File: config.mk
export PLATFORM = sky130hd
export DESIGN_NAME = lik_sqrt_cell
export DESIGN_NICKNAME = d
export VERILOG_FILES = /design/src/rtl/lik_pkg.sv /design/src/rtl/lik_sqrt_cell.sv
export SDC_FILE = /design/constraint.sdc
export NUM_CORES = 1
export LEC_CHECK = 0
export BUFFER_PORTS_ARGS = -buffer_cell sky130_fd_sc_hd__clkbuf_2
export CORE_MARGIN = 2
export CORE_UTILIZATION = 30
export CTS_BUF_LIST = sky130_fd_sc_hd__clkbuf_8 sky130_fd_sc_hd__clkbuf_16
export DETAILED_ROUTE_END_ITERATION = 10
export HOLD_SLACK_MARGIN = 0.02
export PLACE_DENSITY = 0.57
export SYNTH_ARGS = -nofsm -noshare
export SYNTH_HDL_FRONTEND = slang
export SYNTH_SLANG_ARGS = --single-unit
File: constraint.sdc
create_clock -name clk -period 9.7 [get_ports clk]
set_clock_uncertainty 0.1 [all_clocks]
set_input_delay 1.94 -clock clk [delete_from_list [all_inputs] [get_ports clk]]
set_output_delay 1.94 -clock clk [all_outputs]
set_load 0.005 [all_outputs]
File: src/rtl/lik_pkg.sv
package lik_pkg;

    localparam int CORDIC_STAGES_DEF = 16;
    localparam int ATAN_TAB_LEN = 24;
    localparam int SQRT_STEPS = 16;
    localparam int COORD_W = 16;
    localparam int LEN_W = 15;
    localparam int SERVO_W = 14;
    localparam int SQ_W = 32;
    localparam int CX_W = 46;
    localparam int ANG_W = 26;
    localparam int SCALE_SHIFT = 24;
    localparam int DEG_ONE = 16384;
    localparam int MIN_REACH_EFF = 16;
    localparam int REACH_MARGIN = 2;

    localparam logic [1:0] REG_HIP_LENGTH = 2'd0;
    localparam logic [1:0] REG_FEMUR_LENGTH = 2'd1;
    localparam logic [1:0] REG_ANGLE_FLOOR = 2'd2;
    localparam logic [1:0] REG_ANGLE_CEILING = 2'd3;

    localparam int ATAN_TAB [ATAN_TAB_LEN] = '{
        737280, 435242, 229970, 116736, 58595, 29326, 14667, 7334,
        3667, 1833, 917, 458, 229, 115, 57, 29,
        14, 7, 4, 2, 1, 0, 0, 0
    };

    typedef struct packed {
        logic signed [CX_W-1:0]  x;
        logic signed [CX_W-1:0]  y;
        logic signed [ANG_W-1:0] ang;
        logic                    zero;
    } cordic_t;

    // Quadrant fold and scaling ahead of the first rotation.
    function automatic cordic_t cordic_pre(logic signed [17:0] y, logic signed [17:0] x);
        cordic_t c;
        logic signed [17:0] xf;
        logic signed [17:0] yf;
        c.zero = (x == 18'sd0) && (y == 18'sd0);
        c.ang = '0;
        xf = x;
        yf = y;
        if (x < 0)
        begin
            c.ang = (y >= 0) ? ANG_W'(180 * DEG_ONE) : ANG_W'(-180 * DEG_ONE);
            xf = -x;
            yf = -y;
        end
        c.x = CX_W'(xf) <<< SCALE_SHIFT;
        c.y = CX_W'(yf) <<< SCALE_SHIFT;
        return c;
    endfunction

    // Round half up to 1/64 degree, then raise to the floor and lower to the ceiling.
    function automatic logic [SERVO_W-1:0] to_servo(logic signed [ANG_W-1:0] a,
                                                    logic [SERVO_W-1:0] lo,
                                                    logic [SERVO_W-1:0] hi);
        logic signed [ANG_W:0]   t;
        logic signed [ANG_W-8:0] v;
        logic signed [ANG_W-8:0] lo_s;
        logic signed [ANG_W-8:0] hi_s;
        t = {a[ANG_W-1], a} + (ANG_W+1)'(128);
        v = t[ANG_W:8];
        lo_s = $signed((ANG_W-7)'(lo));
        hi_s = $signed((ANG_W-7)'(hi));
        if (v < lo_s)
        begin
            v = lo_s;
        end
        if (v > hi_s)
        begin
            v = hi_s;
        end
        return v[SERVO_W-1:0];
    endfunction

endpackage

File: src/rtl/lik_sqrt_cell.sv
module lik_sqrt_cell
    import lik_pkg::*;
#(
    parameter int STEP = 0,
    parameter int SIDE_W = 1
)
(
    input  logic              clk,
    input  logic              en,
    input  logic [SQ_W-1:0]   n_in,
    input  logic [SQ_W-1:0]   res_in,
    input  logic [SIDE_W-1:0] side_in,
    output logic [SQ_W-1:0]   n_out,
    output logic [SQ_W-1:0]   res_out,
    output logic [SIDE_W-1:0] side_out
);

    localparam logic [SQ_W:0] BIT = (SQ_W+1)'(1) << (SQ_W - 2 - 2 * STEP);

    logic [SQ_W-1:0]   n_reg;
    logic [SQ_W-1:0]   n_next;
    logic [SQ_W-1:0]   res_reg;
    logic [SQ_W-1:0]   res_next;
    logic [SIDE_W-1:0] side_reg;
    logic [SQ_W:0]     trial;
    logic [SQ_W:0]     res_half;

    always_comb
    begin
        trial = {1'b0, res_in} + BIT;
        res_half = {2'b0, res_in[SQ_W-1:1]};
        if ({1'b0, n_in} >= trial)
        begin
            n_next = n_in - trial[SQ_W-1:0];
            res_next = SQ_W'(res_half + BIT);
        end
        else
        begin
            n_next = n_in;
            res_next = res_half[SQ_W-1:0];
        end
    end

    always_ff @(posedge clk)
    begin
        if (en)
        begin
            n_reg <= n_next;
            res_reg <= res_next;
            side_reg <= side_in;
        end
    end

    assign n_out = n_reg;
    assign res_out = res_reg;
    assign side_out = side_reg;

endmodule

==> After elaboration in Yosys (flattened, before gate mapping) <==
Index checks and enable logic that the tools add are counted.
W data, S select, Z words.
{ "op_classes": {"add_sub_neg": 3, "magnitude_cmp": 1, "mux": 2} }
{ "op_table": {"columns": ["cell", "count"], "rows": [
  ["$add A32 B31 Y33 const B", 1],
  ["$ge A32 B33 Y1", 1],
  ["$add A31 B31 Y32 const B", 1],
  ["$mux W32", 1],
  ["$sub A32 B32 Y32", 1],
  ["$mux W31", 1]
]} }
{ "totals": {"ff_bits": 65, "wordCells": 10} }

==> Longest topological paths before layout <==
Gate-level depths: netlist of the first run.
{ "depth": {"ltp_word": 3, "ltp_mapped": 12, "ltp_nobuf": 11} }

==> Least setup slack after synthesis of the first run <==
Ideal clock, no wire load.
{ "synth_path": {"path_type": "input to register", "start": "input port res_in[11]", "end": "register n_reg[10], in the netlist n_out[10] (data pin)", "setup_ns": 0.260, "t_arrival_ns": 4.275, "slack_ns": 5.065, "cell_stages": 11, "path_buffers": 1, "cell_sequence": "inv_1 > ha_1 > and3_1 > and4_1 > o21ai_2 > a41oi_4 > a41oi_2 > a211o_1 > a21oi_4 > buf_6 > mux2_2"} }
{ "synth_between": {"elab_chain_cells": 3} }
{ "synth_lines": {"columns": ["item", "line_no", "source"], "rows": [
  ["from (decl)", "lik_sqrt_cell.sv:11", "input logic [SQ_W-1:0] res_in,"],
  ["$add A32 B31 Y33", "lik_sqrt_cell.sv:30", "trial = {1'b0, res_in} + BIT;"],
  ["$ge A32 B33 Y1", "lik_sqrt_cell.sv:32", "if ({1'b0, n_in} >= trial)"],
  ["$mux W32", "lik_sqrt_cell.sv:32", null],
  ["via n_next[10]", "lik_sqrt_cell.sv:21", "logic [SQ_W-1:0] n_next;"],
  ["to (signal assigned)", "lik_sqrt_cell.sv:48", "n_reg <= n_next;"],
  ["to (decl)", "lik_sqrt_cell.sv:20", "logic [SQ_W-1:0] n_reg;"]
]} }
The timed path passes the listed nets, and every way through them passes these cells.
A chain may end at the register's enable or synchronous reset.

==> Worst setup path after layout of the first run <==
{ "layout_path": {"start": "input port res_in[5]", "end": "register n_reg[24], in the netlist n_out[24] (data pin)"} }
{ "layout_between": {"elab_chain_cells": 3} }
{ "layout_lines": {"columns": ["item", "line_no"], "rows": [
  ["$add A32 B31 Y33 (*)", "lik_sqrt_cell.sv:30"],
  ["$sub A32 B32 Y32 / $ge A32 B33 Y1 (equally long branches)", "lik_sqrt_cell.sv:34, lik_sqrt_cell.sv:32"],
  ["$mux W32 (*)", "lik_sqrt_cell.sv:32"],
  ["via n_next[24]", "lik_sqrt_cell.sv:21"]
]} }
Mark *: on every way through the listed nets, which the timed path passes. The rest lies on a longest branch.

==> reports/metrics.csv, run 1 <==
stage,metric,value,unit
run_status,outcome,"finished, final reports clean",
grt,grt_pass1_wl,16000,microns
pwr,internal_power,616,uW
pwr,peakVddDrop,0.0557,mV
worst_setup_path,path_cells,"clkbuf_2, inv_1, ha_1, nand4_1, a21oi_1, o21ai_2, a41oi_4, a41oi_2, a211o_1, a21oi_4, mux2_2",
pwr,switching_share,0.273,
grt,grt_max_degree,66,
clock_network,path_clk_slew,0.05,ns
die,ios,132,
synth,synth_top_area_cell,edfxtp_1,
worst_setup_path,crit_fanout,34,
synth,synth_common_cells,"65 x edfxtp_1, 33 x ha_1, 33 x inv_1",
clock_network,postCtsSetupBuffers,0,
final_layout,final_cell_area,5310,sq um
place,post-place-cells,681,
final_layout,layout.cells.non_filler,694,
min_path,min-delay-start,side_in,
worst_setup_path,worstSetupPathType,input port to flip-flop,
worst_setup_path,crit_start,res_in[5],
clock_network,clkSinkCount,65,
synth,synth_flop_cell,edfxtp_1,
drt,route.detailed.drc,0,
sta,rsz0062_at_grt,no,
drt,drtAntennaViolNets,0,
worst_setup_path,cp-end-kind,flip-flop,
worst_setup_path,critPathSlowestCell,a21oi_4,
pwr,finalPower,847,uW
place,place_congestion,0.870,
clock_network,hold_buffers,0,
worst_setup_path,worst-endpoint-arrival,5.24,ns
worst_setup_path,cpPeakStageDelay,0.89,ns
place,hpwlAfterDp,7920,microns
synth,synth_edf_count,65,
die,core_area,13800,sq um
synth,yosysTopAreaCellShare,0.460,
synth,syn_area,4240,sq um
pwr,p_switching,231,uW
final_layout,nNetsFinal,613,
synth,synth_area_leaders,"edfxtp_1 46%, ha_1 9.7%, mux2_2 5.3%, a21oi_1 3.8%, inv_1 2.9%",
die,die-area,15100,sq um
synth,avgSynthCellArea,11.2,sq um
sta,finalMaxSlewViolations,0,
sta,fin_crit_sh,0.543,
grt,antenna_found_initial,0,
sta,tightestPinTransition,1.13,ns
die,die_h,123,microns
place,place_area,5060,sq um
sta,hold_violations,0,
clock_network,cts.repair.resized,0,
synth,ys_seq_elements,65,
die,num_rows,43,
clock_network,cts_buffers,9,
pwr,power_frac_clock,0.321,
synth,yosys_warnings,0,
pwr,pwr-share-comb,0.258,
pwr,p_leak,2.34,nW
drt,wirelength,10100,microns
clock_network,cts_tree,done,
grt,grt.overflow.total,0,
drt,drt-initial-drc-count,97,
sta,fmax,190,MHz
synth,async_flop_share,0,
die,die_w,123,microns
pwr,pwr-share-seq,0.421,
worst_setup_path,required,9.68,ns
place,numPortBuffers,131,
final_layout,insertedDiodeCount,0,
drt,via_count,3342,
clock_network,clockBufferDepth,2,
sta,finalSetupTns,0,ns
min_path,min_path_cells,1,
die,start_util,0.307,
sta,slew_headroom,0.242,
synth,syn-num-nets,480,
clock_network,cts_max_level,3,
final_layout,syn_to_final_growth,25.2,%
sta,period_minus_slack,5.26,ns
synth,ys_seq_area_frac,0.460,
pwr,power_density,160,nW/um^2
clock_network,cts-root-buf,clkbuf_16,
drt,drt-vias-per-instance,4.82,
run,drv_cap,0,
synth,synth.distinct_cells,51,
drt,drtPass1Iterations,4,
synth,yosysMostFrequentCell,edfxtp_1,
final_layout,final_layout_size_suffix_gt1_frac,0.337,
worst_setup_path,worstSetupStartpointType,input port,
min_path,min_path_type,input port to flip-flop,
grt,grt_pass1_vias,3342,
drt,wl_per_cell,14.5,microns
synth,syn-instance-count,379,
sta,finalSetupViolations,0,
grt,grt.total_usage,0.139,
[placed cells by master, fill, tap and decap left out, types with 4 or more instances in the layout]
master	n
clkbuf_2	130
edfxtp_1	65
inv_1	35
ha_1	33
a21oi_1	32
nand2_1	23
mux2_2	20
o21ai_0	18
nand4_1	14
xor2_1	14
xnor2_1	14
nor2_1	13
mux2_1	10
clkbuf_16	9
a21o_1	8
nand3_1	7
nor2b_1	5
a31oi_1	5
and2_1	4
o21bai_1	4
[layout make-up]
type	count	area, sq um
Sequential cell	65	1950
Multi-Input combinational cell	271	2100
Clock buffer	9	225
Inverter	33	124
Fill cell	1390	8520
Tap cell	180	225
Clock inverter	4	16.3
Timing Repair Buffer	132	663
[path summary, 6_finish.rpt]
| path | slack (ns) | endpoint |
|---|---|---|
| worst max-delay path | 4.44 | n_out[24]$_DFFE_PP_ |
| worst min-delay path | 1.68 | side_out$_DFFE_PP_ |
[power groups by stage]
stage / Clock, mW / Combinational (mW) / Sequential [mW]
final: 0.271 / 0.219 / 0.357
after global routing: 0.293 / 0.247 / 0.359
after CTS: 0.281 / 0.222 / 0.357
after detailed placement: 0 / 0.220 / 0.362
after global placement: 0 / 0.217 / 0.362
after floorplan: 0 / 0.136 / 0.366
[metrics by stage]
| stage | hold slack, ns | setup slack [ns] | util |
|---|---|---|---|
| after floorplan | 1.94 | 5.06 | - |
| after global placement | 2.02 | 4.14 | 0.366 |
| after detailed placement | 2.03 | 4.01 | 0.366 |
| after CTS | 1.67 | 4.36 | 0.384 |
| after global routing | 1.67 | 4.09 | 0.384 |
| final | 1.68 | 4.44 | 0.384 |
[layer usage]
| layer | global-route usage | vias up | part of all wire |
|---|---|---|---|
| met1 | 0.165 | 1536 | 0.44 |
| met5 | 0 | - | 0 |
| met4 | 0.0510 | 0 | 0.017 |
| met3 | 0.0539 | 13 | 0.068 |
| met2 | 0.228 | 102 | 0.48 |
| li1 | - | 1691 | - |
[critical path, delay by kind of cell]
kind                       cells  cell delay, ns
AOI/OAI and AO/OA              6            2.20
muxes                          1            0.43
and+or+nand+nor                1            0.12
adders and majority gates      1            0.40
buffers and inverters          2            0.13
[registers in the layout, summed over array words and instances (netlist names)]
signal,cells
n_out,32
res_out,32
side_out,1
[kinds of logic after synthesis]
| group | after synthesis | share of synthesized area |
|---|---|---|
| AOI/OAI and AO/OA | 93 | 0.147 |
| xor gates and xnor gates | 28 | 0.0579 |
| buffers and inverters | 43 | 0.0440 |
| and+or+nand+nor | 84 | 0.104 |
| muxes | 32 | 0.0844 |
| DFF | 65 | 0.460 |
| adders and majority gates | 34 | 0.102 |
Power figures use the tool's default switching activity.
==> run 2: changes to the inputs <==
- PLACE_DENSITY: 0.57 -> 0.58
- clock period: 9.7 -> 4.6 ns (I/O delays scaled with it)
==> run 2 against run 1 <==
Effect of this change:
- utilization grew 0.38 points
- sequential share of layout area is 0.36 points lower
- worst setup slack got worse by 3.6 ns
- count of clock-buffer cells in the layout is the same
- wire length rose by 3.3%
- sequential cell count did not move
- critical path type unchanged
==> reports/metrics.csv, run 2 (synthesis gave the netlist of run 1 again) <==
stage,metric,value,unit
clock_network,hold_buffers,0,
die,ios,132,
worst_setup_path,crit_start,n_in[0],
die,core_area,13800,sq um
final_layout,layout.cells.non_filler,697,
worst_setup_path,crit_fanout,4,
sta,finalSetupViolations,0,
pwr,switching_share,0.273,
final_layout,seqCellArea,1950,sq um
worst_setup_path,worst-endpoint-arrival,3.76,ns
sta,fmax,265,MHz
clock_network,cts_buffers,9,
run,drv_cap,0,
final_layout,final_cell_area,5360,sq um
final_layout,n_fill_cell,1390,
clock_network,clockBufferDepth,2,
sta,period_minus_slack,3.77,ns
drt,wirelength,10400,microns
sta,finalSetupTns,0,ns
place,numPortBuffers,131,
pwr,p_leak,2.36,nW
final_layout,multiInputGateArea,2100,sq um
drt,wl_per_cell,14.9,microns
clock_network,cts-root-buf,clkbuf_16,
pwr,power_density,350,nW/um^2
sta,rsz0062_at_grt,no,
sta,finalMaxSlewViolations,0,
grt,grt_pass1_wl,16200,microns
drt,drtAntennaViolNets,0,
final_layout,final_cell_mix,"130 x clkbuf_2, 65 x edfxtp_1, 35 x inv_1",
die,die_w,123,microns
final_layout,final_layout_size_suffix_gt1_frac,0.337,
die,die-area,15100,sq um
drt,drt-vias-per-instance,4.87,
drt,drt-initial-drc-count,182,
grt,grt.total_usage,0.141,
worst_setup_path,worstSetupPathType,input port to flip-flop,
pwr,peakVddDrop,0.155,mV
place,place_area,5080,sq um
sta,fin_hold_ws,0.661,ns
pwr,power_frac_clock,0.349,
worst_setup_path,worstSetupStartpointType,input port,
final_layout,syn_to_final_growth,26.4,%
drt,via_count,3395,
sta,slew_headroom,0.434,
die,die_h,123,microns
min_path,min_path_type,input port to flip-flop,
grt,grt_pass1_vias,3327,
min_path,min_path_cells,1,
place,post-place-cells,681,
die,num_rows,43,
pwr,internal_power,1.36,mW
final_layout,final_common_cell,clkbuf_2,
grt,antenna_found_initial,0,
pwr,pwr-share-seq,0.401,
clock_network,cts_max_level,3,
clock_network,cts_tree,done,
worst_setup_path,cp-end-kind,flip-flop,
min_path,whs_endpoint,side_out$_DFFE_PP_,
run_status,outcome,"finished, final reports clean",
clock_network,clkSinkCount,65,
sta,fin_crit_sh,0.820,
grt,grt_max_degree,66,
pwr,pwr-share-comb,0.250,
sta,hold_violations,0,
drt,drtPass1Iterations,5,
min_path,min-delay-start,side_in,
sta,tightestPinTransition,0.849,ns
pwr,p_switching,512,uW
clock_network,cts.repair.resized,0,
final_layout,nNetsFinal,613,
clock_network,path_clk_slew,0.05,ns
clock_network,postCtsSetupBuffers,0,
place,hpwlAfterDp,8020,microns
drt,route.detailed.drc,0,
worst_setup_path,required,4.58,ns
final_layout,insertedDiodeCount,0,
place,place_congestion,0.861,
grt,grt.overflow.total,0,
die,start_util,0.307,
-- run 2: worst max-delay path by stage --
stage          depth (start not counted)             endpoint  slack [ns]
2_1_floorplan                         11  n_out[10]$_DFFE_PP_        0.98
3_3_place_gp                          12  n_out[20]$_DFFE_PP_        0.55
3_5_place_dp                          12  n_out[20]$_DFFE_PP_        0.55
4_1_cts                               12  n_out[20]$_DFFE_PP_        0.89
5_1_grt                               12  n_out[24]$_DFFE_PP_        0.69
6_report                              12  n_out[24]$_DFFE_PP_        0.83
-- run 2: critical path, cell delays in order --
cell,delay [ns]
clkbuf_2,0.08
inv_1,0.04
ha_1,0.22
fa_1,0.41
nor2b_1,0.23
o21bai_1,0.11
a21boi_0,0.36
o21ai_0,0.27
o21ai_0,0.48
nand4_1,0.20
o311a_1,0.16
mux2_2,0.27
-- run 2: stage by stage --
step / setup WS, ns / util / total power [mW]
finish: 0.826 / 0.388 / 1.87
floorplan: 0.985 / - / 1.06
CTS: 0.890 / 0.388 / 1.91
global route: 0.687 / 0.388 / 1.98
global placement: 0.548 / 0.367 / 1.23
detailed placement: 0.550 / 0.367 / 1.23
-- run 2: cell type report --
cell class,count,area share
Clock buffer,9,0.0420
Clock inverter,7,0.0100
Inverter,33,0.0231
Multi-Input combinational cell,271,0.392
Sequential cell,65,0.364
Tap cell,180,0.0420
Timing Repair Buffer,132,0.127
-- run 2: per-layer routing --
layer,vias to the layer above,track usage,part of all wire
li1,1687,-,-
met1,1571,0.175,0.44
met2,122,0.226,0.47
met3,15,0.0465,0.071
met4,0,0.0517,0.016
met5,-,0,0
-- run 2: power groups by stage --
stage | Combinational (mW) | Sequential (mW) | Clock [mW]
floorplan | 0.287 | 0.772 | 0
global placement | 0.463 | 0.763 | 0
detailed placement | 0.470 | 0.765 | 0
CTS | 0.473 | 0.753 | 0.680
global route | 0.523 | 0.759 | 0.698
finish | 0.469 | 0.752 | 0.654
