===== src/rtl/lik_pkg.sv =====
package lik_pkg;

    localparam int CORDIC_STAGES_DEF = 16;
    localparam int ATAN_TAB_LEN = 24;
    localparam int SQRT_STEPS = 16;
    localparam int COORD_W = 16;
    localparam int LEN_W = 15;
    localparam int SERVO_W = 14;
    localparam int SQ_W = 32;
    localparam int CX_W = 46;
    localparam int ANG_W = 26;
    localparam int SCALE_SHIFT = 24;
    localparam int DEG_ONE = 16384;
    localparam int MIN_REACH_EFF = 16;
    localparam int REACH_MARGIN = 2;

    localparam logic [1:0] REG_HIP_LENGTH = 2'd0;
    localparam logic [1:0] REG_FEMUR_LENGTH = 2'd1;
    localparam logic [1:0] REG_ANGLE_FLOOR = 2'd2;
    localparam logic [1:0] REG_ANGLE_CEILING = 2'd3;

    localparam int ATAN_TAB [ATAN_TAB_LEN] = '{
        737280, 435242, 229970, 116736, 58595, 29326, 14667, 7334,
        3667, 1833, 917, 458, 229, 115, 57, 29,
        14, 7, 4, 2, 1, 0, 0, 0
    };

    typedef struct packed {
        logic signed [CX_W-1:0]  x;
        logic signed [CX_W-1:0]  y;
        logic signed [ANG_W-1:0] ang;
        logic                    zero;
    } cordic_t;

    // Quadrant fold and scaling ahead of the first rotation.
    function automatic cordic_t cordic_pre(logic signed [17:0] y, logic signed [17:0] x);
        cordic_t c;
        logic signed [17:0] xf;
        logic signed [17:0] yf;
        c.zero = (x == 18'sd0) && (y == 18'sd0);
        c.ang = '0;
        xf = x;
        yf = y;
        if (x < 0)
        begin
            c.ang = (y >= 0) ? ANG_W'(180 * DEG_ONE) : ANG_W'(-180 * DEG_ONE);
            xf = -x;
            yf = -y;
        end
        c.x = CX_W'(xf) <<< SCALE_SHIFT;
        c.y = CX_W'(yf) <<< SCALE_SHIFT;
        return c;
    endfunction

    // Round half up to 1/64 degree, then raise to the floor and lower to the ceiling.
    function automatic logic [SERVO_W-1:0] to_servo(logic signed [ANG_W-1:0] a,
                                                    logic [SERVO_W-1:0] lo,
                                                    logic [SERVO_W-1:0] hi);
        logic signed [ANG_W:0]   t;
        logic signed [ANG_W-8:0] v;
        logic signed [ANG_W-8:0] lo_s;
        logic signed [ANG_W-8:0] hi_s;
        t = {a[ANG_W-1], a} + (ANG_W+1)'(128);
        v = t[ANG_W:8];
        lo_s = $signed((ANG_W-7)'(lo));
        hi_s = $signed((ANG_W-7)'(hi));
        if (v < lo_s)
        begin
            v = lo_s;
        end
        if (v > hi_s)
        begin
            v = hi_s;
        end
        return v[SERVO_W-1:0];
    endfunction

endpackage


===== src/rtl/lik_cordic_cell.sv =====
module lik_cordic_cell
    import lik_pkg::*;
#(
    parameter int STEP = 0
)
(
    input  logic    clk,
    input  logic    en,
    input  cordic_t c_in,
    output cordic_t c_out
);

    cordic_t c_reg;
    cordic_t c_next;
    logic signed [CX_W-1:0] xs;
    logic signed [CX_W-1:0] ys;
    logic signed [CX_W-1:0] dx;
    logic signed [CX_W-1:0] dy;

    always_comb
    begin
        xs = c_in.x;
        ys = c_in.y;
        dx = ys >>> STEP;
        dy = xs >>> STEP;
        c_next = c_in;
        if (!ys[CX_W-1])
        begin
            c_next.x = xs + dx;
            c_next.y = ys - dy;
            c_next.ang = c_in.ang + ANG_W'(ATAN_TAB[STEP]);
        end
        else
        begin
            c_next.x = xs - dx;
            c_next.y = ys + dy;
            c_next.ang = c_in.ang - ANG_W'(ATAN_TAB[STEP]);
        end
    end

    always_ff @(posedge clk)
    begin
        if (en)
        begin
            c_reg <= c_next;
        end
    end

    assign c_out = c_reg;

endmodule


===== config.mk =====
export PLATFORM = sky130hd
export DESIGN_NAME = lik_cordic_cell
export DESIGN_NICKNAME = d
export VERILOG_FILES = /design/src/rtl/lik_pkg.sv /design/src/rtl/lik_cordic_cell.sv
export SDC_FILE = /design/constraint.sdc
export NUM_CORES = 1
export LEC_CHECK = 0
export ABC_CLOCK_PERIOD_IN_PS = 5650
export BUFFER_PORTS_ARGS = -buffer_cell sky130_fd_sc_hd__buf_2
export CORE_MARGIN = 3
export CORE_UTILIZATION = 40
export DETAILED_ROUTE_END_ITERATION = 8
export PLACE_DENSITY_LB_ADDON = 0.1
export SLEW_MARGIN = 0
export SYNTH_ARGS = -nofsm -noshare
export SYNTH_HDL_FRONTEND = slang
export SYNTH_SLANG_ARGS = --single-unit

===== constraint.sdc =====
create_clock -name clk -period 5.65 [get_ports clk]
set_input_delay 0.565 -clock clk [delete_from_list [all_inputs] [get_ports clk]]
set_output_delay 0.565 -clock clk [all_outputs]
set_load 0.1 [all_outputs]

-- Word level (Yosys, flattened, before mapping)
Index checks and enable logic that the tools add are counted.
- flip-flop bits (word level): 119
- bits of input ports: 121
- output and inout port bits: 119
- word-level logic and storage cells: 10
- add/subtract/negate cells: 5
- mux-type cells: 1
- operators by type and width (operator ; count):
    $mux 118 ; 1
    $sub 46x46->46 ; 2
    $add 46x46->46 ; 1
    $add 26x21->26 const B ; 1
    $sub 26x21->26 const B ; 1

-- Depth between registers and ports, before layout
Gate-level depths: netlist (run 1).
- word-level depth: 2
- depth in mapped cells: 14

-- Least setup slack after synthesis (run 1)
No wires, ideal clock.
- path type: input-to-reg
- start: in c_in[72] (netlist bit)
- end: reg c_reg, in the netlist c_out[25] (data pin)
- data arrival time: 3234 ps
- required time: 5511 ps
- path slack: 2276 ps
- stages on the path: 14
- buffers on the path: 3
- cell sequence: clkbuf_1 > inv_1 > clkbuf_1 > clkbuf_1 > ha_1 > nor2b_1 > o21ai_0 > a21boi_0 > o21ai_0 > nand2b_1 > a21o_1 > a21o_1 > or4_1 > nand4b_1
- RTL lines (what ; line ; source):
    start: declaration ; lik_cordic_cell.sv:9 ; input cordic_t c_in,
    end signal: assignment ; lik_cordic_cell.sv:45 ; c_reg <= c_next;
    end: declaration ; lik_cordic_cell.sv:13 ; cordic_t c_reg;

==> flow_summary_export.csv, run 1 <==
group,metric,value,unit
clocking,cts-root-to-sink-buffers,2,
synthesis,ys_dominant_reg_cell,"sky130_fd_sc_hd__edfxtp_1",
critical_path,cp_max_fo,4,
routing,dr.pass1.iters,5,
global_routing,grt_max_degree,84,
placed_design,numPlacedInstances,2177,
layout,multiInputGateArea,0.00863,sq mm
synthesis,yosys.cell_types.count,85,
synthesis,synthesis.area_per_instance,8.33,sq um
synthesis,yosys_warnings,0,
placed_design,port_buffers,239,
timing,worst_slew_margin_rel,22.1,%
layout,final_design_area_no_fill,0.0152,sq mm
critical_path,critPathBufInv,2,
routing,drt-vias-per-instance,5.80,
power,p_per_area,315,mW/mm^2
power,total_leakage_power,6.58,nW
placed_design,post-place-ws,1.55,ns
worst_hold_path,min_delay_path_depth,1,
timing,highest_clock_rate,261,MHz
placed_design,gp_congestion,0.946,
die,core,0.0319,sq mm
timing,final_period_minus_worst_setup_slack,3.83,ns
synthesis,async_set_or_reset_flop_fraction_in_the_synthesized_netlist,0,%
placed_design,dpl_cell_area,0.0145,sq mm
timing,setup-tns-final,0,ns
routing,vias,12800,
layout,nNetsFinal,2047,
layout,diodes,0,
clocking,clock_sink_count,118,
global_routing,global_route_wire_length_before_repair,71.7,mm
critical_path,timing.setup.critical_path_class,"in -> reg",
synthesis,yosysSeqAreaShare,27.1,%
clocking,ctsHoldBuffers,0,
global_routing,groute.usage.overall,26.3,%
timing,unrepaired_setup_endpoints_after_global_routing,"no",
synthesis,postSynthNetCount,1854,
die,fp.dieW,187,microns
clocking,cts_root_buffer,"sky130_fd_sc_hd__clkbuf_16",
die,floorplan.die_area,0.0349,sq mm
layout,area_growth,16.0,%
worst_hold_path,hold_path_startpoint,"c_in[10]",
critical_path,timing.critical_path.required,5.86,ns
die,floorplan.rows,65,
critical_path,cp-startpoint,"c_in[73]",
layout,drive_above_1_share,18.5,%
layout,largest_register_ff_count,118,
critical_path,path_common_cell,"sky130_fd_sc_hd__a2111oi_0",
status,status,"finished, final reports clean",
critical_path,path_cells,"buf_2 > inv_1 > ha_1 > fa_1 > nand3b_1 > a2111oi_0 > a211o_1 > a21o_1 > nand3_1 > a2111oi_0 > nor4_1 > a21oi_1 > xnor2_1",
routing,drt-wirelength-per-cell,21.5,microns
critical_path,cp.arrival,4.03,ns
layout,fillCellCount,3275,
global_routing,via_count_of_the_first_global_routing_pass,12300,
placed_design,dp_hpwl,37.7,mm
synthesis,synth_area,0.0131,sq mm
timing,final_min_period_over_clock_period,67.7,%
die,die_h,187,microns
routing,ant_nets,0,
run,timing.max_cap.violations,0,
layout,final_cell_count_no_fill,2209,
global_routing,grt_overflow,0,
timing,worstMarginPinSlew,1.17,ns
routing,totalWireLength,47.4,mm
layout,ff_latch_area,0.00354,sq mm
power,max-vdd-ir-drop,206,uV
die,io_pins,240,
worst_hold_path,worst_hold_path_type,"in -> reg",
synthesis,postSynthCellCount,1568,
clocking,clock_tree_from_tritoncts,"done",
timing,fin_ws,1.82,ns
clocking,post_cts_resized,0,
clocking,cts_htree_levels,4,
clocking,post-cts-setup-buffers,0,
layout,most-common-layout-cells,"237 x sky130_fd_sc_hd__buf_2, 197 x sky130_fd_sc_hd__a21oi_1, 161 x sky130_fd_sc_hd__ha_1, 143 x sky130_fd_sc_hd__inv_1, 119 x sky130_fd_sc_hd__nor2_1",
clocking,clk_pin_slew_worst_paths,0.07,ns
critical_path,worst_path_dominant_cell_family,"compound AO/OA/AOI/OAI gates",
critical_path,critPathCaptureType,"register",
die,initial_utilization,41.0,%
critical_path,critical_path.max_stage_delay,0.88,ns
timing,final-setup-viol-count,0,
critical_path,cell_type_of_the_slowest_stage_on_the_worst_timing_path,"sky130_fd_sc_hd__a2111oi_0",
critical_path,cp-start-kind,"primary input",
routing,drtIter0Drc,1300,
routing,detail_route.drc_violations,0,
layout,final_common_cell,"sky130_fd_sc_hd__buf_2",
global_routing,antenna_found_initial,0,
timing,finalHoldViolations,0,
synthesis,synth_enable_flop_cells,118,
clocking,cts_inserted_buffers,17,
worst_hold_path,min_to,"c_out[10]$_DFFE_PP_",
timing,slew_viol_final,0,
synthesis,synth.ff_latch_count,118,
==> report_power, final <==
part	internal, mW	total (mW)	switching, mW
combinational	0.517	2.38	1.86
clock	0.740	1.20	0.463
sequential	1.15	1.19	0.0408
total	2.41	4.77	2.36
==> synth_stat cells (5+ instances only) <==
master                      instances  area [sq um]
sky130_fd_sc_hd__o21ai_1            8          40.0
sky130_fd_sc_hd__ha_1             161          2010
sky130_fd_sc_hd__edfxtp_1         118          3540
sky130_fd_sc_hd__a311oi_1           7          61.3
sky130_fd_sc_hd__nand2b_1          18           113
sky130_fd_sc_hd__nor2_1           119           447
sky130_fd_sc_hd__o21ba_2            5          50.1
sky130_fd_sc_hd__or2_2              9          56.3
sky130_fd_sc_hd__a31oi_1           18           113
sky130_fd_sc_hd__buf_1             11          41.3
sky130_fd_sc_hd__o221ai_1           7          61.3
sky130_fd_sc_hd__nor3_1            35           175
sky130_fd_sc_hd__a221oi_1           6          52.6
sky130_fd_sc_hd__a211oi_1          14           105
sky130_fd_sc_hd__and2_1             7          43.8
sky130_fd_sc_hd__o211ai_1          15           113
sky130_fd_sc_hd__or3_1              8          50.1
sky130_fd_sc_hd__inv_1            144           541
sky130_fd_sc_hd__and3_1            10          62.6
sky130_fd_sc_hd__xor2_1             6          52.6
sky130_fd_sc_hd__o31ai_1           15           113
sky130_fd_sc_hd__o2111ai_1          5          43.8
sky130_fd_sc_hd__nand3_1           33           165
sky130_fd_sc_hd__mux2i_1           17           170
sky130_fd_sc_hd__o21a_1             8          60.1
sky130_fd_sc_hd__o21ai_0          105           526
sky130_fd_sc_hd__o21bai_1          27           203
sky130_fd_sc_hd__buf_4              5          37.5
sky130_fd_sc_hd__nand2_1           93           349
sky130_fd_sc_hd__xnor2_1           86           753
sky130_fd_sc_hd__a21o_1            32           240
sky130_fd_sc_hd__a21boi_0           6          45.0
sky130_fd_sc_hd__a21oi_1          197           986
sky130_fd_sc_hd__clkbuf_1          34           128
sky130_fd_sc_hd__nor2b_1           19           119
sky130_fd_sc_hd__nor4_1            10          62.6
sky130_fd_sc_hd__buf_2             18          90.1
sky130_fd_sc_hd__nand4_1           24           150
sky130_fd_sc_hd__clkinv_1           5          18.8
sky130_fd_sc_hd__a211o_1            6          52.6
==> logic make-up after synthesis <==
kind of cell	Yosys count	synth area share, %
AO/OA/AOI/OAI	538	26.5
XOR/XNOR	92	6.17
adder cells (fa/ha/maj)	165	16.0
buffers and inverters	221	6.78
flip-flops	118	27.1
multiplexers	19	1.48
AND/OR/NAND/NOR	415	15.9
==> how the worst max path moves through the flow <==
stage	end	slack (ns)	depth (start not counted)
6_report	c_out[99]$_DFFE_PP_	1.82	13
5_1_grt	c_out[99]$_DFFE_PP_	1.75	12
4_1_cts	c_out[99]$_DFFE_PP_	2.03	13
3_5_place_dp	c_out[99]$_DFFE_PP_	1.55	13
3_3_place_gp	c_out[99]$_DFFE_PP_	1.60	13
2_1_floorplan	c_out[25]$_DFFE_PP_	2.28	14
==> through the flow <==
| step | hold WS, ns | util, % | total power, mW |
|---|---|---|---|
| after global placement | 0.741 | 45.6 | 3.56 |
| after global routing | 0.275 | 47.5 | 4.96 |
| after CTS | 0.270 | 47.5 | 4.78 |
| final | 0.291 | 47.5 | 4.77 |
| after floorplan | 0.664 | - | 3.03 |
| after detailed placement | 0.744 | 45.6 | 3.56 |
==> per-layer routing <==
metal | wire length, microns | GRT usage [%] | vias up | share of wire (%)
li1 | - | - | 6074 | -
met1 | 21400 | 36.7 | 5987 | 45
met2 | 20400 | 39.9 | 664 | 43
met3 | 4290 | 5.97 | 86 | 9.0
met4 | 1380 | 9.62 | 0 | 2.9
met5 | 0 | 0.687 | - | 0
==> area by class of cell <==
type,count,area share (%)
Timing Repair Buffer,244,8.18
Clock buffer,17,2.81
Clock inverter,15,1.34
Multi-Input combinational cell,1229,57.0
Tap cell,435,3.59
Inverter,151,3.74
Sequential cell,118,23.4
No activity file was read; power rests on OpenSTA's default activity.
==> run 2: changes to the inputs <==
Settings changed: ABC_AREA set to 1, ABC_CLOCK_PERIOD_IN_PS 5650 to 3550.
Clock period 5.65 ns to 3.55 ns, I/O delays scaled along.
==> flow_summary_export.csv, run 2 <==
group,metric,value,unit
placed_design,dpl_cell_area,0.0177,sq mm
layout,final_design_area_no_fill,0.0183,sq mm
timing,worstMarginPinSlew,0.813,ns
layout,area_growth,13.4,%
synthesis,synth_enable_flop_cells,118,
synthesis,async_set_or_reset_flop_fraction_in_the_synthesized_netlist,0,%
clocking,cts_htree_levels,4,
layout,most-common-layout-cells,"918 x sky130_fd_sc_hd__nand2_1, 499 x sky130_fd_sc_hd__inv_1, 237 x sky130_fd_sc_hd__buf_2, 232 x sky130_fd_sc_hd__nand3_1, 219 x sky130_fd_sc_hd__nor2_1",
timing,final_period_minus_worst_setup_slack,3.05,ns
synthesis,post-synth-top-count-cell,"sky130_fd_sc_hd__nand2_1",
clocking,ctsHoldBuffers,0,
global_routing,via_count_of_the_first_global_routing_pass,16600,
placed_design,port_buffers,239,
timing,slew_viol_final,0,
layout,largest_register_ff_count,118,
power,p_per_area,408,mW/mm^2
clocking,clk_pin_slew_worst_paths,0.06,ns
layout,final_common_cell,"sky130_fd_sc_hd__nand2_1",
global_routing,grt_max_degree,91,
layout,diodes,0,
synthesis,yosysTopAreaCell,"sky130_fd_sc_hd__edfxtp_1",
die,core,0.0392,sq mm
routing,drt-vias-per-instance,5.17,
routing,dr.pass1.iters,8,
critical_path,cp.arrival,3.26,ns
global_routing,groute.usage.overall,30.5,%
synthesis,synth.ff_latch_count,118,
synthesis,postSynthNetCount,2957,
routing,drtIter0Drc,1321,
die,fp.dieW,207,microns
placed_design,gp_congestion,1.05,
clocking,cts-root-to-sink-buffers,2,
routing,vias,17600,
global_routing,global_route_wire_length_before_repair,96.6,mm
worst_hold_path,worst_hold_path_type,"in -> reg",
layout,nNetsFinal,3171,
power,power,7.45,mW
critical_path,timing.critical_path.required,3.76,ns
power,total_leakage_power,10.2,nW
critical_path,cp-start-kind,"primary input",
global_routing,antenna_found_initial,0,
critical_path,timing.setup.critical_path_class,"in -> reg",
routing,ant_nets,0,
synthesis,postSynthCellCount,2671,
routing,drt-wirelength-per-cell,19.4,microns
clocking,clock_tree_from_tritoncts,"done",
die,initial_utilization,41.1,%
placed_design,dp_hpwl,56.4,mm
clocking,post_cts_resized,0,
critical_path,critPathCaptureType,"register",
synthesis,top_cell_type_s_share_of_synthesized_area,22.0,%
run,timing.max_cap.violations,0,
synthesis,ys_dominant_reg_cell,"sky130_fd_sc_hd__edfxtp_1",
timing,unrepaired_setup_endpoints_after_global_routing,"no",
routing,totalWireLength,66.2,mm
timing,setup-tns-final,0,ns
synthesis,leading_cell_types_by_total_area_after_synthesis,"sky130_fd_sc_hd__edfxtp_1 22%, sky130_fd_sc_hd__nand2_1 21%, sky130_fd_sc_hd__ha_1 13%, sky130_fd_sc_hd__inv_1 12%, sky130_fd_sc_hd__nand3_1 7.2%",
timing,final_min_period_over_clock_period,86.0,%
synthesis,post_synth_most_frequent_cells,"918 x sky130_fd_sc_hd__nand2_1, 499 x sky130_fd_sc_hd__inv_1, 232 x sky130_fd_sc_hd__nand3_1",
synthesis,yosysSeqAreaShare,22.0,%
clocking,cts_inserted_buffers,17,
global_routing,grt_overflow,0,
timing,finalHoldViolations,0,
critical_path,cp_max_fo,5,
clocking,post-cts-setup-buffers,0,
timing,highest_clock_rate,328,MHz
die,floorplan.rows,72,
status,status,"finished, final reports clean",
die,die_h,207,microns
synthesis,yosys_warnings,0,
layout,drive_above_1_share,12.8,%
timing,worst_slew_margin_rel,45.8,%
timing,final-setup-viol-count,0,
synthesis,synthesis.area_per_instance,6.03,sq um
routing,detail_route.drc_violations,0,
clocking,clock_sink_count,118,
die,io_pins,240,
clocking,cts_root_buffer,"sky130_fd_sc_hd__clkbuf_16",
synthesis,yosys.cell_types.count,42,
layout,fillCellCount,4249,
power,max-vdd-ir-drop,355,uV
die,floorplan.die_area,0.0427,sq mm
synthesis,synth_area,0.0161,sq mm
==> run 2: per-layer routing <==
layer  share of wire [%]  vias up  track usage (%)
li1                    -     8733                -
met1                  44     8139             40.5
met2                  45      664             50.0
met3                 6.8      111             3.51
met4                 4.2        0             13.3
met5                   0        -                0
==> run 2: worst paths after layout <==
| check | startpoint | endpoint | cells after the start | slack (ns) |
|---|---|---|---|---|
| max | c_in[27] | c_out[59]$_DFFE_PP_ | 14 | 0.50 |
| min | c_in[3] | c_out[3]$_DFFE_PP_ | 1 | 0.08 |
==> run 2: cell type report <==
type                       instances  area [sq um]  share of cell area [%]
multi-input combinational       1979         10200                    56.1
sequential                       118          3540                    19.4
inverter                         513          1930                    10.5
timing repair buffer             256          1370                    7.48
tap                              518           648                    3.55
clock buffer                      19           433                    2.37
clock inverter                    13           109                   0.596
==> run 2: power breakdown <==
part           internal [mW]  switching (mW)  total (mW)
registers               1.78          0.0516        1.84
clock network          0.954           0.706        1.66
logic                  0.820            3.14        3.96
total                   3.56            3.90        7.45
==> run 2: cell families (layout without fill, tap and decap cells) <==
kind of cell	count (synthesis)	in the layout	synth area share (%)
AND/OR/NAND/NOR	1486	1486	38.6
buffers and inverters	574	801	14.4
AO/OA/AOI/OAI	290	290	9.90
adder cells (fa/ha/maj)	165	165	13.0
flip-flops	118	118	22.0
XOR/XNOR	37	37	2.01
multiplexers	1	1	0.0621
==> run 2: stage by stage <==
stage	hold WS (ns)	util, %	cells	setup WS [ns]
2_1_floorplan	0.454	-	2671	1.40
5_1_grt	0.0669	46.6	3416	0.420
3_5_place_dp	0.534	45.2	3384	0.147
4_1_cts	0.0563	46.6	3416	0.649
3_3_place_gp	0.534	45.2	3384	0.156
6_report	0.0810	46.6	3416	0.497
==> run 2: critical path: stages <==
cell                      delay, ns
sky130_fd_sc_hd__buf_2         0.10
sky130_fd_sc_hd__inv_1         0.05
sky130_fd_sc_hd__ha_1          0.27
sky130_fd_sc_hd__fa_1          0.57
sky130_fd_sc_hd__inv_1         0.40
sky130_fd_sc_hd__nand2_1       0.09
sky130_fd_sc_hd__nand3_1       0.32
sky130_fd_sc_hd__a21oi_2       0.23
sky130_fd_sc_hd__o21ai_1       0.43
sky130_fd_sc_hd__nand2_1       0.17
sky130_fd_sc_hd__nand2_1       0.09
sky130_fd_sc_hd__nand2_1       0.05
sky130_fd_sc_hd__nand3_1       0.07
sky130_fd_sc_hd__nand2_1       0.06
